--- config.mk ---
export PLATFORM = sky130hd
export DESIGN_NAME = polyline_line_rasterizer_flat
export DESIGN_NICKNAME = d
export VERILOG_FILES = /design/src/sv/plr_pkg.sv /design/src/sv/plr_if.sv /design/src/sv/plr_ctrl.sv /design/src/sv/plr_datapath.sv /design/src/sv/polyline_line_rasterizer.sv /design/src/flat_wrapper.sv
export SDC_FILE = /design/constraint.sdc
export NUM_CORES = 1
export LEC_CHECK = 0
export ABC_AREA = 0
export BUFFER_PORTS_ARGS = -buffer_cell sky130_fd_sc_hd__buf_2
export CAP_MARGIN = 30
export CORE_ASPECT_RATIO = 1.5
export CORE_UTILIZATION = 48
export CTS_CLUSTER_DIAMETER = 60
export DETAILED_ROUTE_END_ITERATION = 12
export PLACE_DENSITY = 0.76
export SYNTH_ARGS = -nofsm -noshare
export SYNTH_HDL_FRONTEND = slang
export SYNTH_SLANG_ARGS = --single-unit
--- constraint.sdc ---
create_clock -name clk_i -period 11.4 [get_ports clk_i]
set_input_delay 2.28 -clock clk_i [delete_from_list [all_inputs] [get_ports clk_i]]
set_output_delay 2.28 -clock clk_i [all_outputs]
set_load 0.01 [all_outputs]
--- src/sv/plr_pkg.sv ---
// Shared types and constants of the polyline line rasterizer.
// No dependencies.
package plr_pkg;

  localparam int unsigned COORD_W = 6;

  typedef logic [COORD_W-1:0] coord_t;

  typedef struct packed {
    logic store;
    logic capture;
    logic setup;
    logic emit;
  } plr_cmd_t;

  typedef struct packed {
    logic store_only;
    logic last;
    logic out_free;
  } plr_status_t;

endpackage

--- src/sv/plr_if.sv ---
// Vertex and pixel channel interfaces, valid/ready with payload.
// Depends on plr_pkg.
interface plr_vertex_if import plr_pkg::*; ();
  logic   valid;
  logic   ready;
  coord_t vertex_x;
  coord_t vertex_y;
  logic   first_vertex;

  modport source (output valid, output vertex_x, output vertex_y, output first_vertex,
                  input ready);
  modport sink (input valid, input vertex_x, input vertex_y, input first_vertex,
                output ready);
endinterface

interface plr_pixel_if import plr_pkg::*; ();
  logic   valid;
  logic   ready;
  coord_t pixel_x;
  coord_t pixel_y;
  logic   last_pixel;

  modport source (output valid, output pixel_x, output pixel_y, output last_pixel,
                  input ready);
  modport sink (input valid, input pixel_x, input pixel_y, input last_pixel,
                output ready);
endinterface

--- src/sv/plr_ctrl.sv ---
// Sequencer of the rasterizer: accept, segment setup, pixel stepping.
// Depends on plr_pkg; drives plr_datapath through plr_cmd_t.
module plr_ctrl import plr_pkg::*; (
  input  logic        clk_i,
  input  logic        rst_ni,
  input  logic        in_valid_i,
  output logic        in_ready_o,
  input  plr_status_t status_i,
  output plr_cmd_t    cmd_o
);

  localparam logic [1:0] ST_IDLE  = 2'd0;
  localparam logic [1:0] ST_SETUP = 2'd1;
  localparam logic [1:0] ST_DRAW  = 2'd2;

  logic [1:0] state_q, state_d;

  always_comb begin
    state_d    = state_q;
    cmd_o      = '0;
    in_ready_o = 1'b0;
    unique case (state_q)
      ST_IDLE: begin
        in_ready_o = 1'b1;
        if (in_valid_i) begin
          if (status_i.store_only) begin
            cmd_o.store = 1'b1;
          end else begin
            cmd_o.capture = 1'b1;
            state_d       = ST_SETUP;
          end
        end
      end
      ST_SETUP: begin
        cmd_o.setup = 1'b1;
        state_d     = ST_DRAW;
      end
      ST_DRAW: begin
        if (status_i.out_free) begin
          cmd_o.emit = 1'b1;
          if (status_i.last) state_d = ST_IDLE;
        end
      end
      default: state_d = ST_IDLE;
    endcase
  end

  always_ff @(posedge clk_i or negedge rst_ni) begin
    if (!rst_ni) begin
      state_q <= ST_IDLE;
    end else begin
      state_q <= state_d;
    end
  end

  a_setup_then_draw: assert property (@(posedge clk_i) disable iff (!rst_ni)
    state_q == ST_SETUP |=> state_q == ST_DRAW)
    else $error("setup not followed by draw");

  a_emit_in_draw: assert property (@(posedge clk_i) disable iff (!rst_ni)
    cmd_o.emit |-> state_q == ST_DRAW && !in_ready_o)
    else $error("pixel emitted outside draw");

  a_ready_in_idle: assert property (@(posedge clk_i) disable iff (!rst_ni)
    in_ready_o |-> state_q == ST_IDLE)
    else $error("vertex accepted while busy");

endmodule

--- src/sv/plr_datapath.sv ---
// Bresenham datapath: stored vertex, segment setup, error stepping, output register.
// Depends on plr_pkg; commanded by plr_ctrl.
module plr_datapath import plr_pkg::*; #(
  parameter int unsigned COORD_BITS = 6
) (
  input  logic        clk_i,
  input  logic        rst_ni,
  input  plr_cmd_t    cmd_i,
  output plr_status_t status_o,
  input  coord_t      vertex_x_i,
  input  coord_t      vertex_y_i,
  input  logic        first_vertex_i,
  output logic        out_valid_o,
  input  logic        out_ready_i,
  output coord_t      pixel_x_o,
  output coord_t      pixel_y_o,
  output logic        last_pixel_o
);

  localparam int unsigned EW = COORD_BITS + 3;

  typedef logic [COORD_BITS-1:0] gc_t;

  logic            have_prev_q;
  gc_t             prev_x_q, prev_y_q, cur_x_q, cur_y_q;
  logic            steep_q, dec_q;
  gc_t             maj_q, maj_end_q, min_q, dmaj_q, dmin_q;
  logic signed [EW-1:0] err_q;
  coord_t          pix_x_q, pix_y_q;
  logic            pix_last_q, out_valid_q;

  gc_t  in_x, in_y;
  gc_t  adx, ady;
  logic steep;
  gc_t  sax, say, sbx, sby;
  gc_t  ax, ay, bx, by;
  logic signed [EW-1:0] err_sum, err_dbl, dmaj_s;
  logic step_minor;

  assign in_x = vertex_x_i[COORD_BITS-1:0];
  assign in_y = vertex_y_i[COORD_BITS-1:0];

  always_comb begin
    adx   = (cur_x_q > prev_x_q) ? cur_x_q - prev_x_q : prev_x_q - cur_x_q;
    ady   = (cur_y_q > prev_y_q) ? cur_y_q - prev_y_q : prev_y_q - cur_y_q;
    steep = ady > adx;
    sax   = steep ? prev_y_q : prev_x_q;
    say   = steep ? prev_x_q : prev_y_q;
    sbx   = steep ? cur_y_q  : cur_x_q;
    sby   = steep ? cur_x_q  : cur_y_q;
    if (sax > sbx) begin
      ax = sbx; ay = sby; bx = sax; by = say;
    end else begin
      ax = sax; ay = say; bx = sbx; by = sby;
    end
  end

  always_comb begin
    dmaj_s     = $signed(EW'(dmaj_q));
    err_sum    = err_q + $signed(EW'(dmin_q));
    err_dbl    = err_sum <<< 1;
    step_minor = err_dbl >= dmaj_s;
  end

  assign status_o.store_only = first_vertex_i || !have_prev_q;
  assign status_o.last       = maj_q == maj_end_q;
  assign status_o.out_free   = !out_valid_q || out_ready_i;

  always_ff @(posedge clk_i or negedge rst_ni) begin
    if (!rst_ni) begin
      have_prev_q <= 1'b0;
      prev_x_q    <= '0;
      prev_y_q    <= '0;
      out_valid_q <= 1'b0;
    end else begin
      if (cmd_i.store) begin
        have_prev_q <= 1'b1;
        prev_x_q    <= in_x;
        prev_y_q    <= in_y;
      end else if (cmd_i.setup) begin
        prev_x_q <= cur_x_q;
        prev_y_q <= cur_y_q;
      end
      if (cmd_i.emit) out_valid_q <= 1'b1;
      else if (out_ready_i) out_valid_q <= 1'b0;
    end
  end

  always_ff @(posedge clk_i) begin
    if (cmd_i.capture) begin
      cur_x_q <= in_x;
      cur_y_q <= in_y;
    end
    if (cmd_i.setup) begin
      steep_q   <= steep;
      maj_q     <= ax;
      maj_end_q <= bx;
      min_q     <= ay;
      dmaj_q    <= bx - ax;
      dmin_q    <= (by > ay) ? by - ay : ay - by;
      dec_q     <= !(ay < by);
      err_q     <= '0;
    end else if (cmd_i.emit) begin
      pix_x_q    <= COORD_W'(steep_q ? min_q : maj_q);
      pix_y_q    <= COORD_W'(steep_q ? maj_q : min_q);
      pix_last_q <= maj_q == maj_end_q;
      maj_q      <= maj_q + 1'b1;
      if (step_minor) begin
        min_q <= dec_q ? min_q - 1'b1 : min_q + 1'b1;
        err_q <= err_sum - dmaj_s;
      end else begin
        err_q <= err_sum;
      end
    end
  end

  assign out_valid_o  = out_valid_q;
  assign pixel_x_o    = pix_x_q;
  assign pixel_y_o    = pix_y_q;
  assign last_pixel_o = pix_last_q;

  a_emit_has_room: assert property (@(posedge clk_i) disable iff (!rst_ni)
    cmd_i.emit |-> !out_valid_q || out_ready_i)
    else $error("pixel overwritten before taken");

  a_major_steps: assert property (@(posedge clk_i) disable iff (!rst_ni)
    cmd_i.emit && !status_o.last |=> maj_q == $past(maj_q) + 1'b1)
    else $error("major coordinate did not advance");

  a_pixel_held: assert property (@(posedge clk_i) disable iff (!rst_ni)
    out_valid_q && !out_ready_i |=> out_valid_q && $stable({pix_x_q, pix_y_q, pix_last_q}))
    else $error("waiting pixel changed");

endmodule

--- src/sv/polyline_line_rasterizer.sv ---
// Polyline line rasterizer: Bresenham segments between consecutive vertices.
// A drawn segment goes through accept, setup, then one pixel per cycle from the stepping
// datapath while the output register is free; each pixel is registered before it shows.
// A first vertex is stored in its accept cycle and the next vertex is taken at once.
// Reset (async, active low) clears the stored vertex and the output valid flag.
// Depends on plr_pkg, plr_if, plr_ctrl, plr_datapath.
module polyline_line_rasterizer import plr_pkg::*; #(
  parameter int unsigned COORD_BITS = 6
) (
  input logic          clk_i,
  input logic          rst_ni,
  plr_vertex_if.sink   vtx_i,
  plr_pixel_if.source  pix_o
);

  plr_cmd_t    cmd;
  plr_status_t status;

  plr_ctrl u_ctrl (
    .clk_i      (clk_i),
    .rst_ni     (rst_ni),
    .in_valid_i (vtx_i.valid),
    .in_ready_o (vtx_i.ready),
    .status_i   (status),
    .cmd_o      (cmd)
  );

  plr_datapath #(
    .COORD_BITS (COORD_BITS)
  ) u_datapath (
    .clk_i          (clk_i),
    .rst_ni         (rst_ni),
    .cmd_i          (cmd),
    .status_o       (status),
    .vertex_x_i     (vtx_i.vertex_x),
    .vertex_y_i     (vtx_i.vertex_y),
    .first_vertex_i (vtx_i.first_vertex),
    .out_valid_o    (pix_o.valid),
    .out_ready_i    (pix_o.ready),
    .pixel_x_o      (pix_o.pixel_x),
    .pixel_y_o      (pix_o.pixel_y),
    .last_pixel_o   (pix_o.last_pixel)
  );

endmodule

--- src/flat_wrapper.sv ---
// flat-port wrapper written by rule: the top's interface ports become plain ports
module polyline_line_rasterizer_flat import plr_pkg::*;
#(
  parameter int unsigned COORD_BITS = 6
)
  (clk_i, rst_ni, vtx_i_valid, vtx_i_vertex_x, vtx_i_vertex_y, vtx_i_first_vertex, vtx_i_ready, pix_o_valid, pix_o_pixel_x, pix_o_pixel_y, pix_o_last_pixel, pix_o_ready);
  plr_vertex_if vtx_i_i ();
  plr_pixel_if pix_o_i ();
  input logic clk_i;
  input logic rst_ni;
  input wire logic [$bits(vtx_i_i.valid)-1:0] vtx_i_valid;
  input wire logic [$bits(vtx_i_i.vertex_x)-1:0] vtx_i_vertex_x;
  input wire logic [$bits(vtx_i_i.vertex_y)-1:0] vtx_i_vertex_y;
  input wire logic [$bits(vtx_i_i.first_vertex)-1:0] vtx_i_first_vertex;
  output wire logic [$bits(vtx_i_i.ready)-1:0] vtx_i_ready;
  output wire logic [$bits(pix_o_i.valid)-1:0] pix_o_valid;
  output wire logic [$bits(pix_o_i.pixel_x)-1:0] pix_o_pixel_x;
  output wire logic [$bits(pix_o_i.pixel_y)-1:0] pix_o_pixel_y;
  output wire logic [$bits(pix_o_i.last_pixel)-1:0] pix_o_last_pixel;
  input wire logic [$bits(pix_o_i.ready)-1:0] pix_o_ready;
  assign vtx_i_i.valid = vtx_i_valid;
  assign vtx_i_i.vertex_x = vtx_i_vertex_x;
  assign vtx_i_i.vertex_y = vtx_i_vertex_y;
  assign vtx_i_i.first_vertex = vtx_i_first_vertex;
  assign vtx_i_ready = vtx_i_i.ready;
  assign pix_o_valid = pix_o_i.valid;
  assign pix_o_pixel_x = pix_o_i.pixel_x;
  assign pix_o_pixel_y = pix_o_i.pixel_y;
  assign pix_o_last_pixel = pix_o_i.last_pixel;
  assign pix_o_i.ready = pix_o_ready;
  polyline_line_rasterizer #(.COORD_BITS(COORD_BITS)) u_core (.clk_i(clk_i), .rst_ni(rst_ni), .vtx_i(vtx_i_i), .pix_o(pix_o_i));
endmodule
# After elaboration in Yosys (flattened, before gate mapping)
# Index checks and enable logic that the tools add are counted.
# classes
addsub	12
mul	0
div_mod_pow	0
order_cmp	7
eq_ne	7
shifts	0
mux	39
bitwise	1
n_reduce_logical	13
# ops
op	count
$mux W6	23
$sub A6 B6 Y6	7
$gt A6 B6 Y1	5
$add A6 B1 Y6 const B	2
$mux W2	6
$add A9 B7 Y9	1
$ge A9 B7 Y1	1
$mux W9	1
$sub A9 B7 Y9	1
$mux W1	8
$reduce_bool A2 Y1	4
$eq A6 B6 Y1	1
$lt A6 B6 Y1	1
$pmux W2 S3	1
$sub A6 B1 Y6 const B	1
$ne A2 B1 Y1 const B	2
$ne A2 B2 Y1 const B	2
$reduce_and A2 Y1	2
$reduce_and A4 Y1	1
$logic_not A1 Y1	3
$eq A2 B1 Y1 const B	1
$eq A2 B2 Y1 const B	1
$logic_not A2 Y1	1
$logic_or A1 B1 Y1	2
$not A1 Y1	1
# word_totals
regBits	82
latchBits	0
mem_bits_rw	0
rom_bits	0
in_bits	17
out_inout_bits	15
wordCells	97
mem_count	0

# Longest topological paths before layout
# Gate-level depths: netlist (run 1).
# depth
word_depth	8
ltp_mapped	44
ltp_nobuf	39

# Hierarchy
# From an unflattened synthesis (run 1), not the netlist that was laid out.
# hier_totals
cells_unflattened	684
area_unflattened_um2	6663.9
# modules_own_cells
mod	n_inst	cells_per_inst	area_per_inst_um2	seq_area_each_um2
plr_datapath	1	673	6556.3	2222.1
plr_ctrl	1	11	107.6	50.0

# Least setup slack after synthesis (run 1)
# Ideal clock, no wire load.
# synth_timing
path_type	reg-to-reg
start	register u_core.u_datapath.cur_y_q[0]
end	register u_core.u_datapath.dmin_q[5], data pin
setup_ns	0.258
arrival_time_ns	8.080
required_ns	11.142
slack_ns	3.062
path_stages_with_launch	42
path_buffers	6
synth_period_minus_slack_ns	8.338
path_cell_list	edfxtp_1 inv_1 ha_1 inv_1 fa_1 a21o_1 a21o_1 a21o_1 a21oi_1 a31oi_1 a211oi_1 a21oi_1 xor2_1 ha_1 a21oi_1 a31o_1 buf_6 inv_2 [6 not listed] and3_1 a221oi_2 o311ai_2 buf_4 nand2_2 buf_1 o211ai_1 and2_1 ha_1 and4_1 a21oi_1 a32o_1 clkbuf_1 mux2_2 a21oi_1 o21ai_0 a31oi_1 xnor2_1
# synth_between
elab_chain_len	8
elab_cells_between_ends	16
cone_classes	add/sub (4); order compare (4); mux (8)
# synth_lines
element	line_no	source
start, declared	plr_datapath.sv:25	gc_t prev_x_q, prev_y_q, cur_x_q, cur_y_q;
start signal, assigned	plr_datapath.sv:92	cur_y_q <= in_y;
$sub A6 B6 Y6 / $gt A6 B6 Y1 (equally long branches)	plr_datapath.sv:45	ady = (cur_y_q > prev_y_q) ? cur_y_q - prev_y_q : prev_y_q - cur_y_q;
$mux W6 *	plr_datapath.sv:45	
$gt A6 B6 Y1 *	plr_datapath.sv:46	steep = ady > adx;
named net u_core.u_datapath.steep	plr_datapath.sv:34	logic steep;
$mux W6, on equally long branches	plr_datapath.sv:47, plr_datapath.sv:49	
$gt A6 B6 Y1	plr_datapath.sv:51	if (sax > sbx) begin
$mux W6	plr_datapath.sv:51	
$sub A6 B6 Y6 / $gt A6 B6 Y1 (equally long branches)	plr_datapath.sv:100	dmin_q <= (by > ay) ? by - ay : ay - by;
$mux W6 *	plr_datapath.sv:100	
end signal, assigned	plr_datapath.sv:100	
end, declared	plr_datapath.sv:27	gc_t maj_q, maj_end_q, min_q, dmaj_q, dmin_q;
# The timed path passes the listed nets; every way through them passes the cells marked *.
# A chain may end at the register's enable or synchronous reset.

# Final worst setup path (run 1)
# layout_timing
start	register u_core.u_datapath.cur_y_q[0]
end	register u_core.u_datapath.dmin_q[5], data pin
# layout_between
elab_chain_len	8
elab_cells_between_ends	16
cone_classes	add/sub (4); order compare (4); mux (8)
# layout_lines
element	line_no
$sub A6 B6 Y6 / $gt A6 B6 Y1 (equally long branches)	plr_datapath.sv:45
$mux W6	plr_datapath.sv:45
$gt A6 B6 Y1	plr_datapath.sv:46
$mux W6, on equally long branches	plr_datapath.sv:47, plr_datapath.sv:49
$gt A6 B6 Y1	plr_datapath.sv:51
$mux W6	plr_datapath.sv:51
$sub A6 B6 Y6 / $gt A6 B6 Y1 (equally long branches)	plr_datapath.sv:100
$mux W6 *	plr_datapath.sv:100
# Mark *: on every way between the ends. The rest lies on a longest branch, timed or not.

==> results of run 1 <==
layout by cell type, fill, tap and decap left out, drive strengths merged, types with 29 or more instances in the layout:
master and count:
xnor2 29, nand2 68, nor2 30, o21ai 33, edfxtp 57, a21oi 68, inv 74, mux2i 39
buf 40, ha 67
metrics by stage:
| step | cell area (µm²) | utilization, % | hold WS, ps | instances | setup WS [ps] |
|---|---|---|---|---|---|
| 2_1_floorplan | 6680 | - | 429 | 697 | 3060 |
| 3_3_place_gp | 6980 | 51.6 | 448 | 873 | 1930 |
| 3_5_place_dp | 6980 | 51.6 | 468 | 874 | 1860 |
| 4_1_cts | 7290 | 53.8 | 482 | 890 | 1820 |
| 5_1_grt | 7290 | 53.8 | 502 | 890 | 899 |
| 6_report | 7290 | 53.8 | 475 | 890 | 1680 |
state kept, by name, indices dropped and copies added (netlist names):
register and flops:
u_core.u_datapath.err_q 8, u_core.u_datapath.cur_x_q 6, u_core.u_datapath.cur_y_q 6, u_core.u_datapath.dmaj_q 6, u_core.u_datapath.dmin_q 6, u_core.u_datapath.maj_end_q 6, u_core.u_datapath.maj_q 6, u_core.u_datapath.min_q 6
u_core.u_datapath.pixel_x_o 6, u_core.u_datapath.pixel_y_o 6, u_core.u_datapath.prev_x_q 6, u_core.u_datapath.prev_y_q 6, u_core.u_ctrl.state_q 2, u_core.u_datapath.dec_q 1, u_core.u_datapath.have_prev_q 1, u_core.u_datapath.last_pixel_o 1
u_core.u_datapath.out_valid_o 1, u_core.u_datapath.steep_q 1
worst max-delay path: cells and delay by family (launching register included):
kind / cells / cell delay (ps)
compound gates: 17 / 4130
xor+xnor: 2 / 250
fa+ha+maj: 5 / 1760
buf+inv: 5 / 1000
flops: 1 / 460
mux: 3 / 850
simple gates: 4 / 940
kinds of logic after synthesis:
kind of cell / share of synthesized area [%]
adder cells (fa/ha/maj): 15.4
XOR/XNOR: 5.38
buffers and inverters: 5.81
multiplexers: 9.78
flip-flops: 34.0
AO/OA/AOI/OAI: 19.5
AND/OR/NAND/NOR: 10.2
cell type report:
cell class	count	area, µm²	share of cell area, %
clock buffer	9	225	3.09
clock inverter	7	77.6	1.06
inverter	71	267	3.66
multi-input combinational	520	4020	55.2
sequential	81	2270	31.2
tap	162	203	2.78
timing repair buffer	40	223	3.06
worst max path at each step:
stage / start / to / slack (ps) / depth (start not counted)
CTS: u_core.u_datapath.cur_y_q[0] / u_core.u_datapath.dmin_q[5] / 1820 / 36
floorplan: u_core.u_datapath.cur_y_q[0] / u_core.u_datapath.dmin_q[5] / 3060 / 41
finish: u_core.u_datapath.cur_y_q[0] / u_core.u_datapath.dmin_q[5] / 1680 / 36
global route: u_core.u_datapath.cur_y_q[0] / u_core.u_datapath.dmin_q[5] / 900 / 36
global placement: u_core.u_datapath.cur_y_q[0] / u_core.u_datapath.dmin_q[5] / 1930 / 39
detailed placement: u_core.u_datapath.cur_y_q[0] / u_core.u_datapath.dmin_q[5] / 1860 / 36
layer usage:
metal | vias to the layer above | share of wire [%] | track usage [%]
met5 | - | 0 | 0
met2 | 181 | 51 | 45.2
li1 | 2553 | - | -
met1 | 2543 | 38 | 27.4
met4 | 0 | 7.3 | 18.3
met3 | 67 | 4.3 | 3.88
==> flow_summary.yaml, run 1 <==
status:
  outcome: "complete, but fails checks"
  violations: "DRC"
worst_setup_path:
  worst_path_max_delay_cell: "o311ai_2"
  rr_startpoint: "u_core.u_datapath.cur_y_q[0]"
  reg2regPathDepth: 36
  required_ps: 11490
  crit_top_cell: "a21oi_1"
  crit_arrival_ps: 9800
  rr_endpoint: "u_core.u_datapath.dmin_q[5]"
  critPathLaunchType: "flip-flop"
  critical_path_class: "flip-flop to flip-flop"
  r2r_setup_slack_ps: 1680
  cp-end-kind: "flip-flop"
  crit_fanout: 35
  max_stage_delay_ps: 870
hold_path:
  worstHoldEndpoint: "u_core.u_datapath.err_q[5]"
  hold_depth: 2
  worstHoldPathType: "flip-flop to flip-flop"
  hp-start: "u_core.u_datapath.err_q[5]"
cells_and_area:
  antennaDiodeCount: 0
  fin_nets: 816
  area_growth_pct: 9.08
  nFillCells: 1216
  drive_above_1_share_pct: 12.6
global_routing:
  grt_pass1_wl_um: 28400
  grt_pass1_vias: 5525
  track_usage_pct: 25.5
  overflow: 0
  grt_max_degree: 36
  antenna_found_initial: 0
timing:
  hold_viol: 0
  fmaxAchievable_ghz: 0.103
  post-route-period-util_pct: 85.2
  rsz0062_at_grt: "false"
  setup_tns_ps: 0
  slew_headroom_pct: 33.3
  drv_slew: 0
  tightest_slew_ps: 998
  skew_ps: 13.0
  period_minus_slack_ps: 9720
  finalSetupViolCount: 0
placement:
  port_buffers: 31
  dp_hpwl_um: 14000
  place_congestion: 0.989
cts:
  cts_setup_buffers: 0
  clkSinkCount: 81
  cts_hold_buf: 0
  cts_tree: "done"
  cts_buffers: 9
  clk_pin_slew_ps: 70
  clk-insertion-delay-late_ps: 340
  htreeDepth: 3
  root_buffer: "clkbuf_16"
  clock_path_buffers: 2
  cts-resized-gates: 0
floorplanning:
  core_um2: 13500
  fp.dieW_um: 98.3
  dieArea_um2: 14400
  start_util_pct: 49.4
  io_pins: 32
  die-height_um: 146
  std_cell_rows: 52
synthesis:
  yosysMostFrequentCell: "inv_1"
  synth_seq_cells: 81
  synth_area_um2: 6680
  synth_edf_count: 57
  synthTopCellsByArea: "edfxtp_1 (26%), ha_1 (13%), dfrtp_1 (6.0%)"
  synthArstFlopShare_pct: 19.8
  yosysWarnings: 0
  synth_top_flop_cell: "edfxtp_1"
  synth_common_cells: "inv_1 (70), a21oi_1 (68), ha_1 (67), nand2_1 (67), edfxtp_1 (57)"
  synth.largest_area_cell: "edfxtp_1"
  syn-mean-instance-area_um2: 9.58
  yosysTopAreaCellShare_pct: 25.6
  synth_cells: 697
  yosysSeqAreaShare_pct: 34.0
  synth_cell_types: 65
  synth_fp_nets: 790
detailed_routing:
  ant_nets: 0
  wl_per_cell_um: 19.6
  wirelength_um: 17500
  first_pass_iters: 8
  drc_errors: 2
  via_per_inst: 6.00
  num_vias: 5344
  drt_iter0_drc: 274
flow_run:
  maxCapViolCount: 0
Power of run 1 is left out: the tool's default activity adds up to more than one toggle a clock period on the data nets, which glitch-free logic cannot reach.
==> run 2: changes to the inputs <==
Settings changed: CORE_UTILIZATION 48 to 25, PLACE_DENSITY 0.76 to 0.5.
==> run 2 against run 1 <==
  * The run now ends clean
  * Global-route usage fell by 12 points
  * Die area is 90% higher
  * Critical endpoint unchanged
  * Via count down 2.9%
  * Final cell count up 19%
  * Highest routed layer unchanged
  * Critical path depth up 4
  * Critical path type unchanged
==> flow_summary.yaml, run 2 (synthesis results as in run 1) <==
status:
  outcome: "completed"
placement:
  dp_hpwl_um: 14100
  place_congestion: 0.916
  preCtsSetupSlack_ps: 2120
  port_buffers: 31
flow_run:
  maxCapViolCount: 0
cells_and_area:
  final_cell_mix: "inv_1 (70), a21oi_1 (68), nand2_1 (67), ha_1 (67), edfxtp_1 (57)"
  area_growth_pct: 12.8
  final_util_pct: 29.0
  drive_above_1_share_pct: 13.2
  largest_reg_flops: 8
  layout_commonest_cell: "inv_1"
  top_register: "u_core.u_datapath.err_q"
  fin_nets: 818
  antennaDiodeCount: 0
floorplanning:
  dieArea_um2: 27400
  fp.dieW_um: 135
  io_pins: 32
  start_util_pct: 25.7
  std_cell_rows: 72
  core_um2: 26000
  die-height_um: 202
worst_setup_path:
  crit_fanout: 27
  crit_arrival_ps: 9510
  critical_path_class: "flip-flop to flip-flop"
  critPathLaunchType: "flip-flop"
  required_ps: 11490
  reg2regPathDepth: 40
  worst_path_max_delay_cell: "nor2_1"
  r2r_setup_slack_ps: 1980
  rr_endpoint: "u_core.u_datapath.dmin_q[5]"
  rr_startpoint: "u_core.u_datapath.cur_y_q[0]"
  cp-end-kind: "flip-flop"
  max_stage_delay_ps: 540
detailed_routing:
  ant_nets: 0
  wl_met3_um: 502
  num_vias: 5189
  drt_iter0_drc: 241
  via_per_inst: 4.88
  wl_per_cell_um: 16.7
  routed-wl-met2_um: 9220
  wirelength_um: 17800
  routed.top_layer: "met4"
  first_pass_iters: 5
  met1_length_um: 7180
  drc_errors: 0
timing:
  rsz0062_at_grt: "false"
  finalSetupViolCount: 0
  tightest_slew_ps: 745
  period_minus_slack_ps: 9420
  setup_tns_ps: 0
  fmaxAchievable_ghz: 0.106
  skew_ps: 9.04
  post-route-period-util_pct: 82.6
  whs_ps: 466
  slew_headroom_pct: 50.1
  hold_viol: 0
  drv_slew: 0
  layout_setup_ws_ps: 1980
global_routing:
  grt_pass1_wl_um: 28400
  track_usage_pct: 13.6
  grt_pass1_vias: 5171
  antenna_found_initial: 0
  overflow: 0
  grt_max_degree: 36
hold_path:
  hold_depth: 2
  worstHoldEndpoint: "u_core.u_datapath.err_q[5]"
  hp-start: "u_core.u_datapath.err_q[5]"
  worstHoldPathType: "flip-flop to flip-flop"
cts:
  clkSinkCount: 81
  root_buffer: "clkbuf_16"
  cts_buffers: 9
  clock_path_buffers: 2
  cts_hold_buf: 0
  clk-insertion-delay-late_ps: 350
  clk_pin_slew_ps: 60
  cts_setup_buffers: 0
  cts-resized-gates: 0
  htreeDepth: 3
  cts_tree: "done"
[run 2: final cells by class]
cell class	count	area [µm²]
clock buffers	10	239
clock inverters	6	73.8
fillers	2711	18500
inverters	71	267
multi-input cells	520	4030
flip-flops and latches	81	2270
well taps	333	417
repair buffers	42	245
[run 2: worst max-delay path: cells and delay by family, from the launching register on]
| kind | cells | cell delay, ps |
|---|---|---|
| adder cells (fa/ha/maj) | 6 | 1950 |
| AND/OR/NAND/NOR | 4 | 810 |
| AO/OA/AOI/OAI | 18 | 3360 |
| flip-flops | 1 | 450 |
| multiplexers | 3 | 980 |
| buffers and inverters | 7 | 1300 |
| XOR/XNOR | 2 | 260 |
[run 2: layer usage]
metal,vias up,global-route usage [%]
met5,-,0
met4,0,7.70
met3,46,1.68
met2,127,24.4
met1,2456,15.4
li1,2560,-
[run 2: worst max-delay path by stage]
stage,depth (start not counted),slack (ps),from,end
after detailed placement,40,2120,u_core.u_datapath.cur_y_q[0],u_core.u_datapath.dmin_q[5]
after CTS,40,2060,u_core.u_datapath.cur_y_q[0],u_core.u_datapath.dmin_q[5]
after global placement,37,2100,u_core.u_datapath.cur_x_q[0],u_core.u_datapath.dmin_q[5]
after floorplan,41,3060,u_core.u_datapath.cur_y_q[0],u_core.u_datapath.dmin_q[5]
final,40,1980,u_core.u_datapath.cur_y_q[0],u_core.u_datapath.dmin_q[5]
after global routing,40,1300,u_core.u_datapath.cur_y_q[0],u_core.u_datapath.dmin_q[5]
[run 2: metrics by stage]
stage | instance area [µm²] | cells
floorplan | 6680 | 697
global placement | 7200 | 1045
detailed placement | 7230 | 1047
CTS | 7540 | 1063
global route | 7540 | 1063
finish | 7540 | 1063
Power of run 2 is left out for the same reason.
